File: src/sv/deq_pkg.sv
// Shared types and constants for the double-ended queue.
`timescale 1ns / 1ps
`default_nettype none

package deq_pkg;

    // Width of a stored element
    localparam int DATA_W = 32;

    // Most results a single dump item may produce
    localparam int MAX_RESULTS = 16;

    // Operation codes carried by an input item
    typedef enum logic [2:0] {
        OP_PUSH_FRONT = 3'd0,
        OP_PUSH_BACK  = 3'd1,
        OP_POP_FRONT  = 3'd2,
        OP_POP_BACK   = 3'd3,
        OP_DUMP       = 3'd4,
        OP_CLEAR      = 3'd5
    } op_t;

    // Result status codes
    typedef enum logic [1:0] {
        ST_OK    = 2'd0,
        ST_EMPTY = 2'd1,
        ST_FULL  = 2'd2
    } status_t;

    // Control states
    typedef enum logic [0:0] {
        S_IDLE = 1'b0,
        S_DATA = 1'b1
    } state_t;

endpackage

`default_nettype wire

File: src/sv/deq_if.sv
// Handshake channels for command items and result items.
`timescale 1ns / 1ps
`default_nettype none

interface deq_cmd_if;
    logic               valid;
    logic               ready;
    logic [2:0]         opcode;
    logic signed [31:0] push_value;

    modport source (output valid, output opcode, output push_value, input ready);
    modport sink   (input valid, input opcode, input push_value, output ready);
endinterface

interface deq_rsp_if;
    logic               valid;
    logic               ready;
    logic signed [31:0] out_value;
    logic [1:0]         status;
    logic               last_flag;

    modport source (output valid, output out_value, output status, output last_flag,
                    input ready);
    modport sink   (input valid, input out_value, input status, input last_flag,
                    output ready);
endinterface

`default_nettype wire

File: src/sv/double_ended_queue.sv
// Bounded double-ended queue held in a circular single-port-read memory.
//
//   channel  dir  payload                          accepted when
//   cmd      in   opcode, push_value               cmd.valid && cmd.ready
//   rsp      out  out_value, status, last_flag     rsp.valid && rsp.ready
//
// Push, clear, full/empty answers: the result register is loaded directly from the accepted item.
// Pop: a memory read into the read-data register, then the result register.
// Dump: min(count, 16) results, one memory read per element.
// Reset clears front index, count and control state; memory contents are kept.
// A stalled rsp holds the result register and blocks further reads and items.
`timescale 1ns / 1ps
`default_nettype none

module double_ended_queue
    import deq_pkg::*;
#(
    parameter int DEPTH = 16
)
(
    input  wire logic clk,
    input  wire logic rst_n,
    deq_cmd_if.sink   cmd,
    deq_rsp_if.source rsp
);

    localparam int IDX_W = $clog2(DEPTH);
    localparam int CNT_W = $clog2(DEPTH + 1);
    localparam int SUM_W = CNT_W + 1;

    // Circular index helpers
    function automatic logic [IDX_W-1:0] idx_inc(input logic [IDX_W-1:0] a);
        return (a == IDX_W'(DEPTH - 1)) ? '0 : a + 1'b1;
    endfunction

    function automatic logic [IDX_W-1:0] idx_dec(input logic [IDX_W-1:0] a);
        return (a == '0) ? IDX_W'(DEPTH - 1) : a - 1'b1;
    endfunction

    function automatic logic [IDX_W-1:0] idx_add(input logic [IDX_W-1:0] a,
                                                 input logic [CNT_W-1:0] b);
        logic [SUM_W-1:0] s;
        s = SUM_W'(a) + SUM_W'(b);
        if (s >= SUM_W'(DEPTH))
        begin
            s = s - SUM_W'(DEPTH);
        end
        return s[IDX_W-1:0];
    endfunction

    state_t               state_reg, state_next;
    logic [IDX_W-1:0]     front_reg, front_next;
    logic [CNT_W-1:0]     count_reg, count_next;
    logic [CNT_W-1:0]     remain_reg, remain_next;
    logic [IDX_W-1:0]     walk_reg, walk_next;

    logic                 out_valid_reg;
    logic [DATA_W-1:0]    out_value_reg;
    status_t              out_status_reg;
    logic                 out_last_reg;

    logic [DATA_W-1:0]    store_mem [DEPTH];
    logic [DATA_W-1:0]    rd_data_reg;
    logic                 rd_en;
    logic [IDX_W-1:0]     rd_addr;
    logic                 wr_en;
    logic [IDX_W-1:0]     wr_addr;

    logic                 accept;
    logic                 slot_free;
    logic                 is_full;
    logic                 is_empty;
    logic                 out_load;
    logic [DATA_W-1:0]    ld_value;
    status_t              ld_status;
    logic                 ld_last;

    assign slot_free = !out_valid_reg || rsp.ready;
    assign cmd.ready = (state_reg == S_IDLE) && slot_free;
    assign accept    = cmd.valid && cmd.ready;
    assign is_full   = (count_reg == CNT_W'(DEPTH));
    assign is_empty  = (count_reg == '0);

    // Decode the item, plan memory accesses and walk dump reads
    always_comb
    begin
        state_next  = state_reg;
        front_next  = front_reg;
        count_next  = count_reg;
        remain_next = remain_reg;
        walk_next   = walk_reg;
        rd_en       = 1'b0;
        rd_addr     = front_reg;
        wr_en       = 1'b0;
        wr_addr     = front_reg;
        out_load    = 1'b0;
        ld_value    = '0;
        ld_status   = ST_OK;
        ld_last     = 1'b1;

        unique case (state_reg)
            S_IDLE:
            begin
                if (accept)
                begin
                    unique case (op_t'(cmd.opcode))
                        OP_PUSH_FRONT:
                        begin
                            out_load = 1'b1;
                            if (is_full)
                            begin
                                ld_status = ST_FULL;
                            end
                            else
                            begin
                                front_next = idx_dec(front_reg);
                                wr_en      = 1'b1;
                                wr_addr    = idx_dec(front_reg);
                                count_next = count_reg + 1'b1;
                            end
                        end
                        OP_PUSH_BACK:
                        begin
                            out_load = 1'b1;
                            if (is_full)
                            begin
                                ld_status = ST_FULL;
                            end
                            else
                            begin
                                wr_en      = 1'b1;
                                wr_addr    = idx_add(front_reg, count_reg);
                                count_next = count_reg + 1'b1;
                            end
                        end
                        OP_POP_FRONT:
                        begin
                            if (is_empty)
                            begin
                                out_load  = 1'b1;
                                ld_status = ST_EMPTY;
                            end
                            else
                            begin
                                rd_en       = 1'b1;
                                rd_addr     = front_reg;
                                front_next  = idx_inc(front_reg);
                                count_next  = count_reg - 1'b1;
                                remain_next = '0;
                                state_next  = S_DATA;
                            end
                        end
                        OP_POP_BACK:
                        begin
                            if (is_empty)
                            begin
                                out_load  = 1'b1;
                                ld_status = ST_EMPTY;
                            end
                            else
                            begin
                                rd_en       = 1'b1;
                                rd_addr     = idx_add(front_reg, count_reg - 1'b1);
                                count_next  = count_reg - 1'b1;
                                remain_next = '0;
                                state_next  = S_DATA;
                            end
                        end
                        OP_DUMP:
                        begin
                            if (is_empty)
                            begin
                                out_load  = 1'b1;
                                ld_status = ST_EMPTY;
                            end
                            else
                            begin
                                rd_en     = 1'b1;
                                rd_addr   = front_reg;
                                walk_next = front_reg;
                                if (int'(count_reg) > MAX_RESULTS)
                                begin
                                    remain_next = CNT_W'(MAX_RESULTS - 1);
                                end
                                else
                                begin
                                    remain_next = count_reg - 1'b1;
                                end
                                state_next = S_DATA;
                            end
                        end
                        OP_CLEAR:
                        begin
                            out_load   = 1'b1;
                            count_next = '0;
                            front_next = '0;
                        end
                        default:
                        begin
                            // Unknown code: drop the item without a result
                        end
                    endcase
                end
            end
            S_DATA:
            begin
                if (slot_free)
                begin
                    out_load = 1'b1;
                    ld_value = rd_data_reg;
                    ld_last  = (remain_reg == '0);
                    if (remain_reg == '0)
                    begin
                        state_next = S_IDLE;
                    end
                    else
                    begin
                        remain_next = remain_reg - 1'b1;
                        walk_next   = idx_inc(walk_reg);
                        rd_en       = 1'b1;
                        rd_addr     = idx_inc(walk_reg);
                    end
                end
            end
            default:
            begin
                state_next = S_IDLE;
            end
        endcase
    end

    // State register
    always_ff @(posedge clk or negedge rst_n)
    begin
        if (!rst_n)
        begin
            state_reg <= S_IDLE;
        end
        else
        begin
            state_reg <= state_next;
        end
    end

    // Hold queue pointers and dump walk
    always_ff @(posedge clk or negedge rst_n)
    begin
        if (!rst_n)
        begin
            front_reg  <= '0;
            count_reg  <= '0;
            remain_reg <= '0;
            walk_reg   <= '0;
        end
        else
        begin
            front_reg  <= front_next;
            count_reg  <= count_next;
            remain_reg <= remain_next;
            walk_reg   <= walk_next;
        end
    end

    // Element memory: one write port, one registered read port
    always_ff @(posedge clk)
    begin
        if (wr_en)
        begin
            store_mem[wr_addr] <= cmd.push_value;
        end
        if (rd_en)
        begin
            rd_data_reg <= store_mem[rd_addr];
        end
    end

    // Result register: load a new item or drop the one taken
    always_ff @(posedge clk or negedge rst_n)
    begin
        if (!rst_n)
        begin
            out_valid_reg <= 1'b0;
        end
        else if (out_load)
        begin
            out_valid_reg <= 1'b1;
        end
        else if (rsp.ready)
        begin
            out_valid_reg <= 1'b0;
        end
    end

    always_ff @(posedge clk)
    begin
        if (out_load)
        begin
            out_value_reg  <= ld_value;
            out_status_reg <= ld_status;
            out_last_reg   <= ld_last;
        end
    end

    assign rsp.valid     = out_valid_reg;
    assign rsp.out_value = out_value_reg;
    assign rsp.status    = out_status_reg;
    assign rsp.last_flag = out_last_reg;

    // Checks
    a_count_bound: assert property (@(posedge clk) disable iff (!rst_n)
        int'(count_reg) <= DEPTH)
        else $error("element count exceeds depth");

    a_front_bound: assert property (@(posedge clk) disable iff (!rst_n)
        int'(front_reg) < DEPTH)
        else $error("front index out of range");

    a_no_write_in_walk: assert property (@(posedge clk) disable iff (!rst_n)
        (state_reg == S_DATA) |-> !wr_en)
        else $error("memory write while reading out elements");

    a_load_slot_free: assert property (@(posedge clk) disable iff (!rst_n)
        out_load |-> (!out_valid_reg || rsp.ready))
        else $error("result register overwritten before taken");

    a_pop_reads: assert property (@(posedge clk) disable iff (!rst_n)
        (accept && count_reg != '0 &&
         (cmd.opcode == OP_POP_FRONT || cmd.opcode == OP_POP_BACK))
        |=> (state_reg == S_DATA && remain_reg == '0))
        else $error("pop did not enter single-element readout");

endmodule

`default_nettype wire
File: src/flat_wrapper.sv
// flat-port wrapper written by rule: the top's interface ports become plain ports
module double_ended_queue_flat import deq_pkg::*;
#(
    parameter int DEPTH = 16
)
  (clk, rst_n, cmd_valid, cmd_opcode, cmd_push_value, cmd_ready, rsp_valid, rsp_out_value, rsp_status, rsp_last_flag, rsp_ready);
  deq_cmd_if cmd_i ();
  deq_rsp_if rsp_i ();
  input  wire logic clk;
  input  wire logic rst_n;
  input wire logic [$bits(cmd_i.valid)-1:0] cmd_valid;
  input wire logic [$bits(cmd_i.opcode)-1:0] cmd_opcode;
  input wire logic [$bits(cmd_i.push_value)-1:0] cmd_push_value;
  output wire logic [$bits(cmd_i.ready)-1:0] cmd_ready;
  output wire logic [$bits(rsp_i.valid)-1:0] rsp_valid;
  output wire logic [$bits(rsp_i.out_value)-1:0] rsp_out_value;
  output wire logic [$bits(rsp_i.status)-1:0] rsp_status;
  output wire logic [$bits(rsp_i.last_flag)-1:0] rsp_last_flag;
  input wire logic [$bits(rsp_i.ready)-1:0] rsp_ready;
  assign cmd_i.valid = cmd_valid;
  assign cmd_i.opcode = cmd_opcode;
  assign cmd_i.push_value = cmd_push_value;
  assign cmd_ready = cmd_i.ready;
  assign rsp_valid = rsp_i.valid;
  assign rsp_out_value = rsp_i.out_value;
  assign rsp_status = rsp_i.status;
  assign rsp_last_flag = rsp_i.last_flag;
  assign rsp_i.ready = rsp_ready;
  double_ended_queue #(.DEPTH(DEPTH)) u_core (.clk(clk), .rst_n(rst_n), .cmd(cmd_i), .rsp(rsp_i));
endmodule
File: config.mk
export PLATFORM = sky130hd
export DESIGN_NAME = double_ended_queue_flat
export DESIGN_NICKNAME = d
export VERILOG_FILES = /design/src/sv/deq_pkg.sv /design/src/sv/deq_if.sv /design/src/sv/double_ended_queue.sv /design/src/flat_wrapper.sv
export SDC_FILE = /design/constraint.sdc
export NUM_CORES = 1
export LEC_CHECK = 0
export ABC_AREA = 1
export BUFFER_PORTS_ARGS = -buffer_cell sky130_fd_sc_hd__buf_2
export CORE_MARGIN = 2
export CORE_UTILIZATION = 46
export CTS_BUF_LIST = sky130_fd_sc_hd__clkbuf_16
export DETAILED_ROUTE_END_ITERATION = 8
export SYNTH_ARGS = -nofsm -noshare
export SYNTH_HDL_FRONTEND = slang
export SYNTH_SLANG_ARGS = --single-unit
File: constraint.sdc
create_clock -name clk -period 3.4 [get_ports clk]
set_clock_uncertainty 0.15 [all_clocks]
set_input_delay 0.68 -clock clk [delete_from_list [all_inputs] [get_ports clk]]
set_output_delay 0.68 -clock clk [all_outputs]
set_load 0.05 [all_outputs]
* After elaboration in Yosys (flattened, before gate mapping)
Memories as Yosys holds them, arrays and structs flattened. A register that Yosys moved wholly into a read port is not among the register bits.
Index checks and enable logic that the tools add are counted.
** Word-level totals
- Output and inout bits :: 37
- Memories :: 1
- Register bits :: 55
- Latch bits :: 0
- Bits of input ports :: 39
- Bits in read-only memories :: 0
- Bits in writable memories :: 512
** Memories
- u_core.store_mem :: words 16, width 32, read ports 1, clocked after Yosys merged registers in 1, wr ports 1, line double_ended_queue.sv:62 : logic [DATA_W-1:0] store_mem [DEPTH];
** Operators by class
- Eq/ne operators :: 19
- Shift operators :: 0
- Div/mod/pow operators :: 0
- $add $sub $neg :: 10
- Multiply operators :: 0
- Muxes and demuxes :: 59
- Reductions and logical operators :: 21
- Order comparisons :: 3
- Bitwise gates (word level) :: 2
** Operators by type and width (count)
- 2-to-1 mux 4 bit :: 20
- 2-to-1 mux 5 bit :: 8
- case mux 4 bit (2 select lines) :: 3
- case mux 5 bit (2 select lines) :: 2
- 2-to-1 mux 1 bit :: 18
- case mux 5 bit (3 select lines) :: 1
- != test 2 bit (second input constant) :: 7
- adder 4 x 5 -> 6 bit :: 2
- >= comparator 6 x 5 -> 1 bit (second input constant) :: 2
- case mux 4 bit (3 select lines) :: 1
- subtractor 4 x 1 -> 4 bit (second input constant) :: 3
- logical NOT 5 bit :: 2
- AND reduction 5 bit :: 2
- subtractor 5 x 1 -> 5 bit (second input constant) :: 2
- != test 3 bit (second input constant) :: 3
- adder 4 x 1 -> 4 bit (second input constant) :: 2
- equality test 4 bit (second input constant) :: 2
- case mux 1 bit (2 select lines) :: 4
- equality test 3 x 2 -> 1 bit (second input constant) :: 2
- equality test 3 bit (second input constant) :: 2
- AND reduction 6 bit :: 1
- nonzero test 3 bit :: 2
- OR reduction 2 bit :: 3
- OR reduction 3 bit :: 2
- 16 further kinds :: 18

* Logic depth before layout (Yosys ltp)
- Depth after elaboration :: 8
- Gate-level depth with buffers :: 17
- Gate-level depth less buffers :: 16

* Worst setup path before layout
No wires, ideal clock.
- Path kind :: input to register
- Start :: input port rsp_ready
- End :: memory u_core.store_mem[0][0], enable pin
- Stages :: 12
- Path slack :: -0.796 ns
- Library setup time :: 0.421 ns
- Arrival time :: 3.625 ns
- Data required time :: 2.829 ns
- Path through :: inv_1 > nand2_1 > nand2_1 > inv_1 > nand2_2 > nor2_1 > inv_1 > a21oi_1 > o21ai_0 > nand2_1 > nand2_1 > nor2_1
** On the way
- Word-level cells in the longest chain between the ends :: 7
** RTL lines
- start: declaration :: line flat_wrapper.sv:19 : input wire logic [$bits(rsp_i.ready)-1:0] rsp_ready;
- logical OR 1 bit * :: line double_ended_queue.sv:78 : assign slot_free = !out_valid_reg || rsp.ready;
- logical AND 1 bit * :: line double_ended_queue.sv:79 : assign cmd.ready = (state_reg == S_IDLE) && slot_free;
- named net cmd_ready :: line flat_wrapper.sv:14 : output wire logic [$bits(cmd_i.ready)-1:0] cmd_ready;
- logical AND 1 bit * :: line double_ended_queue.sv:80 : assign accept = cmd.valid && cmd.ready;
- 2-to-1 mux 1 bit :: line double_ended_queue.sv:104 : if (accept)
- 2-to-1 mux 1 bit :: line double_ended_queue.sv:101 : unique case (state_reg)
- 2-to-1 mux 1 bit :: line double_ended_queue.sv:267 : if (wr_en)
- 2-to-1 mux 1 bit (not written as such) :: line double_ended_queue.sv:269 : store_mem[wr_addr] <= cmd.push_value;
- end: declaration :: line double_ended_queue.sv:62
The timed path passes the listed nets; every way through them passes the cells marked *.

* Worst setup path in the final report
- Start :: register u_core.count_reg[0]
- End :: register u_core.rd_data_reg[21], read port of u_core.store_mem (data pin)
** On the way
- Word-level cells in the longest chain between the ends :: 8
** RTL lines
- start: declaration :: line double_ended_queue.sv:53 : logic [CNT_W-1:0] count_reg, count_next;
- start signal: assignment :: line double_ended_queue.sv:258 : count_reg <= count_next;
- subtractor 5 x 1 -> 5 bit :: line double_ended_queue.sv:163 : rd_addr = idx_add(front_reg, count_reg - 1'b1);
- adder 4 x 5 -> 6 bit :: line double_ended_queue.sv:43 : s = SUM_W'(a) + SUM_W'(b);
- >= comparator 6 x 5 -> 1 bit or subtractor 4 x 1 -> 4 bit (tied branches) :: line double_ended_queue.sv:44, double_ended_queue.sv:46
- 2-to-1 mux 4 bit :: line double_ended_queue.sv:44 : if (s >= SUM_W'(DEPTH))
- 2-to-1 mux 4 bit :: line double_ended_queue.sv:155 : if (is_empty)
- 2-to-1 mux 4 bit
- 2-to-1 mux 4 bit :: line double_ended_queue.sv:104
- case mux 4 bit (2 select lines) :: line double_ended_queue.sv:101
- end: declaration :: line double_ended_queue.sv:63 : logic [DATA_W-1:0] rd_data_reg;
Parallel ways exist; a longest one is shown, timed or not.
A chain may end at the register's enable or synchronous reset.

==> results.toml <==
[place]
portBuffers = 75
gp_congestion = 0.868
dp.cells = 3271
hpwlAfterDp_um = 37900

[clocking]
post-cts-setup-buffers = 0
cts_buffers = 66
path_clk_slew_ps = 60
clock_path_buffers = 3
cts_root_buf = "clkbuf_16"
worstSkewPairLatency_ps = 610
cts.sinks = 599
cts_max_level = 3
cts_tree = "yes"

[detailed_routing]
viasPerCell = 5.31
wirelength_um = 65900
ant_nets = 0
vias = 18000
drt_iter0_drc = 1702
drc_errors = 0
first_pass_iters = 5
post_drt_wl_per_cell_um = 19.5

[critical_path]
path_depth = 15
rr_worst_depth = 15
reg2reg_slack_ps = 220
worstPathArrival_ps = 3500
rr_startpoint = "u_core.count_reg[0]"
rr_endpoint = "u_core.rd_data_reg[21]"
cpPeakStageDelay_ps = 380
crit_buf_inv = 3
critPathLaunchType = "flip-flop"
required_ps = 3710
crit_path_cell_trace = "inv_1 > ha_1 > xnor2_1 > inv_1 > ha_1 > nand2_1 > nor2_1 > nor2_1 > or2_1 > nand4_1 > nand3_1 > nand2_2 > buf_4 > nand3_1 > nand2_1"
path_delay_family = "simple AND/OR/NAND/NOR gates"
worstSetupEndpointType = "flip-flop"
crit_path_max_fanout = 20
critPathSlowestCell = "dfrtp_1"
crit_type = "reg2reg"

[outcome]
status = "complete, no violations"

[power]
pwr-share-comb_pct = 45.8
clkPwrFrac_pct = 23.0
sw_frac_of_total_pct = 42.2
seq_power_share_pct = 31.1
intPower_mw = 17.5
powerDensity_nw_per_um2 = 988
p_switching_mw = 12.8
leakage_nw = 12.6
vdd_drop_max_uv = 779

[grt]
met1_usage_pct = 30.3
grt_pass1_wl_um = 102000
gr-usage-met2_pct = 37.3
grt-busiest-layer = "met2"
antenna_found_initial = 2
grt_pass1_vias = 17500
grt_max_degree = 100
grt_util_met3_pct = 3.17
grt_usage_pct = 22.4
overflow = 0

[synthesis]
yosysSeqAreaShare_pct = 67.3
yosysTopAreaCell = "edfxtp_1"
synth_top_area_share_pct = 65.4
synthArstFlopShare_pct = 3.34
synth.avg_cell_area_um2 = 10.7
syn_area_um2 = 26600
syn-num-nets = 2539
synth_most_common_cell = "nand3_1"
synth_common_cells = "593 x nand3_1, 579 x edfxtp_1, 492 x nand2_1"
yosys_warnings = 0
synth_seq_cells = 599
synth_area_leaders = "edfxtp_1 65%, nand3_1 11%, nand2_1 6.9%, inv_1 5.6%, nand3b_1 1.9%"
synth_cell_type_count = 34
syn_inst = 2484
synth_ff_type = "edfxtp_1"
synth-edff-count = 579

[timing]
period_share_pct = 93.6
slew_headroom_pct = 61.6
hold_viol_final = 0
hold_slack_ps = 303
fmax_mhz = 314
setup_viol = 0
tightest_slew_ps = 576
rsz0062_at_grt = "no"
min_period_ps = 3180
slew_viol_final = 0

[floorplanning]
floorplan.initialDensity_pct = 46.3
row_count = 88
ioPinCount = 76
die_area_um2 = 59700
core_area_um2 = 57400
die_h_um = 244
chipWidth_um = 244

[finish]
layout-drive-gt1-share_pct = 11.4
antenna_cells = 0
fill_cells = 4962
stdcell_count = 3389
largest_register_ffs = 512
multi_input_comb_area_um2 = 6650
regArea_um2 = 17900
final_util_pct = 53.5
nets = 2630
area_delta_synth_final_pct = 15.3

[flow_run]
cap_violations = 0

[worst_hold_path]
min_path_type = "in2reg"
hold_depth = 1
whs_endpoint = "u_core.store_mem[3][5]"
hp-start = "cmd_push_value[5]"
cell type report:
cell class / count / share of cell area, %
flip-flops and latches: 599 / 58.3
well taps: 765 / 3.12
clock inverters: 48 / 1.28
multi-input cells: 1342 / 21.7
clock buffers: 69 / 5.63
inverters: 402 / 4.94
repair buffers: 164 / 5.00
layer usage:
layer  wire length [um]  part of all wire, %
met5                  0                    0
met4               1720                  2.6
met1              28500                   43
met3               3560                  5.4
met2              32200                   49
worst max path at each step:
stage	startpoint	to	slack (ps)
finish	u_core.count_reg[0]	u_core.rd_data_reg[21]	220
global route	u_core.count_reg[0]	u_core.rd_data_reg[21]	20
CTS	u_core.count_reg[0]	u_core.rd_data_reg[21]	120
detailed placement	u_core.count_reg[0]	u_core.rd_data_reg[21]	150
global placement	rsp_ready	u_core.store_mem[6][23]	210
floorplan	rsp_ready	u_core.store_mem[0][0]	-320
cell usage in the layout (no fill, tap or decap), types with 3 or more instances in the layout:
cell	instances
inv_1	406
bufinv_16	5
nand4_1	4
nand3b_1	67
nor3_1	3
edfxtp_1	579
nand3_1	591
o21ai_0	37
clkinvlp_4	4
a21oi_1	11
nor2_1	62
inv_6	5
xor2_1	10
o211ai_1	6
buf_12	39
nand2_2	6
a31oi_1	6
buf_2	75
inv_2	7
clkbuf_16	69
ha_1	14
nand3_4	3
nand2_1	485
buf_4	49
clkinv_2	7
clkinv_1	13
dfrtp_1	20
nor2_4	18
what timing repair did:
item                                    in CTS  in global routing
hold buffers                                 1                  0
resized for setup                            0                  5
endpoints found under the setup margin       0                282
endpoints found under the hold margin       20                  0
power by group through the flow:
stage          clock [mW]  sequential [mW]  combinational, mW
2_1_floorplan           0             10.2               8.84
3_3_place_gp            0             9.57               13.8
3_5_place_dp            0             9.58               13.9
4_1_cts              7.11             9.43               14.0
5_1_grt              7.38             9.49               15.4
6_report             6.97             9.43               13.9
through the flow:
step           total power [mW]  setup WS, ps  instance area, um2  TNS (ps)
6_report                   30.3           218               30700         0
5_1_grt                    32.2          19.4               30700         0
4_1_cts                    30.5           123               30700         0
3_5_place_dp               23.5           148               28500         0
3_3_place_gp               23.4           213               28500         0
2_1_floorplan              19.0          -315               26700   -109300
cell families (layout without fill, tap and decap cells):
logic type,Yosys count,in the layout,share of synthesized area (%)
DFF,599,599,67.3
AOI/OAI and AO/OA,68,68,1.53
and+or+nand+nor,1246,1246,21.6
adders and majority gates,16,16,0.809
buffers and inverters,543,683,8.41
xor gates and xnor gates,12,12,0.395
worst register-to-register path: stages, from the launching register on:
cell and delay [ps]:
dfrtp_1 380, inv_1 140, ha_1 250, xnor2_1 240, inv_1 90, ha_1 340, nand2_1 60, nor2_1 80
nor2_1 50, or2_1 240, nand4_1 80, nand3_1 120, nand2_2 130, buf_4 360, nand3_1 210, nand2_1 130
No activity file was read; power rests on OpenSTA's default activity.
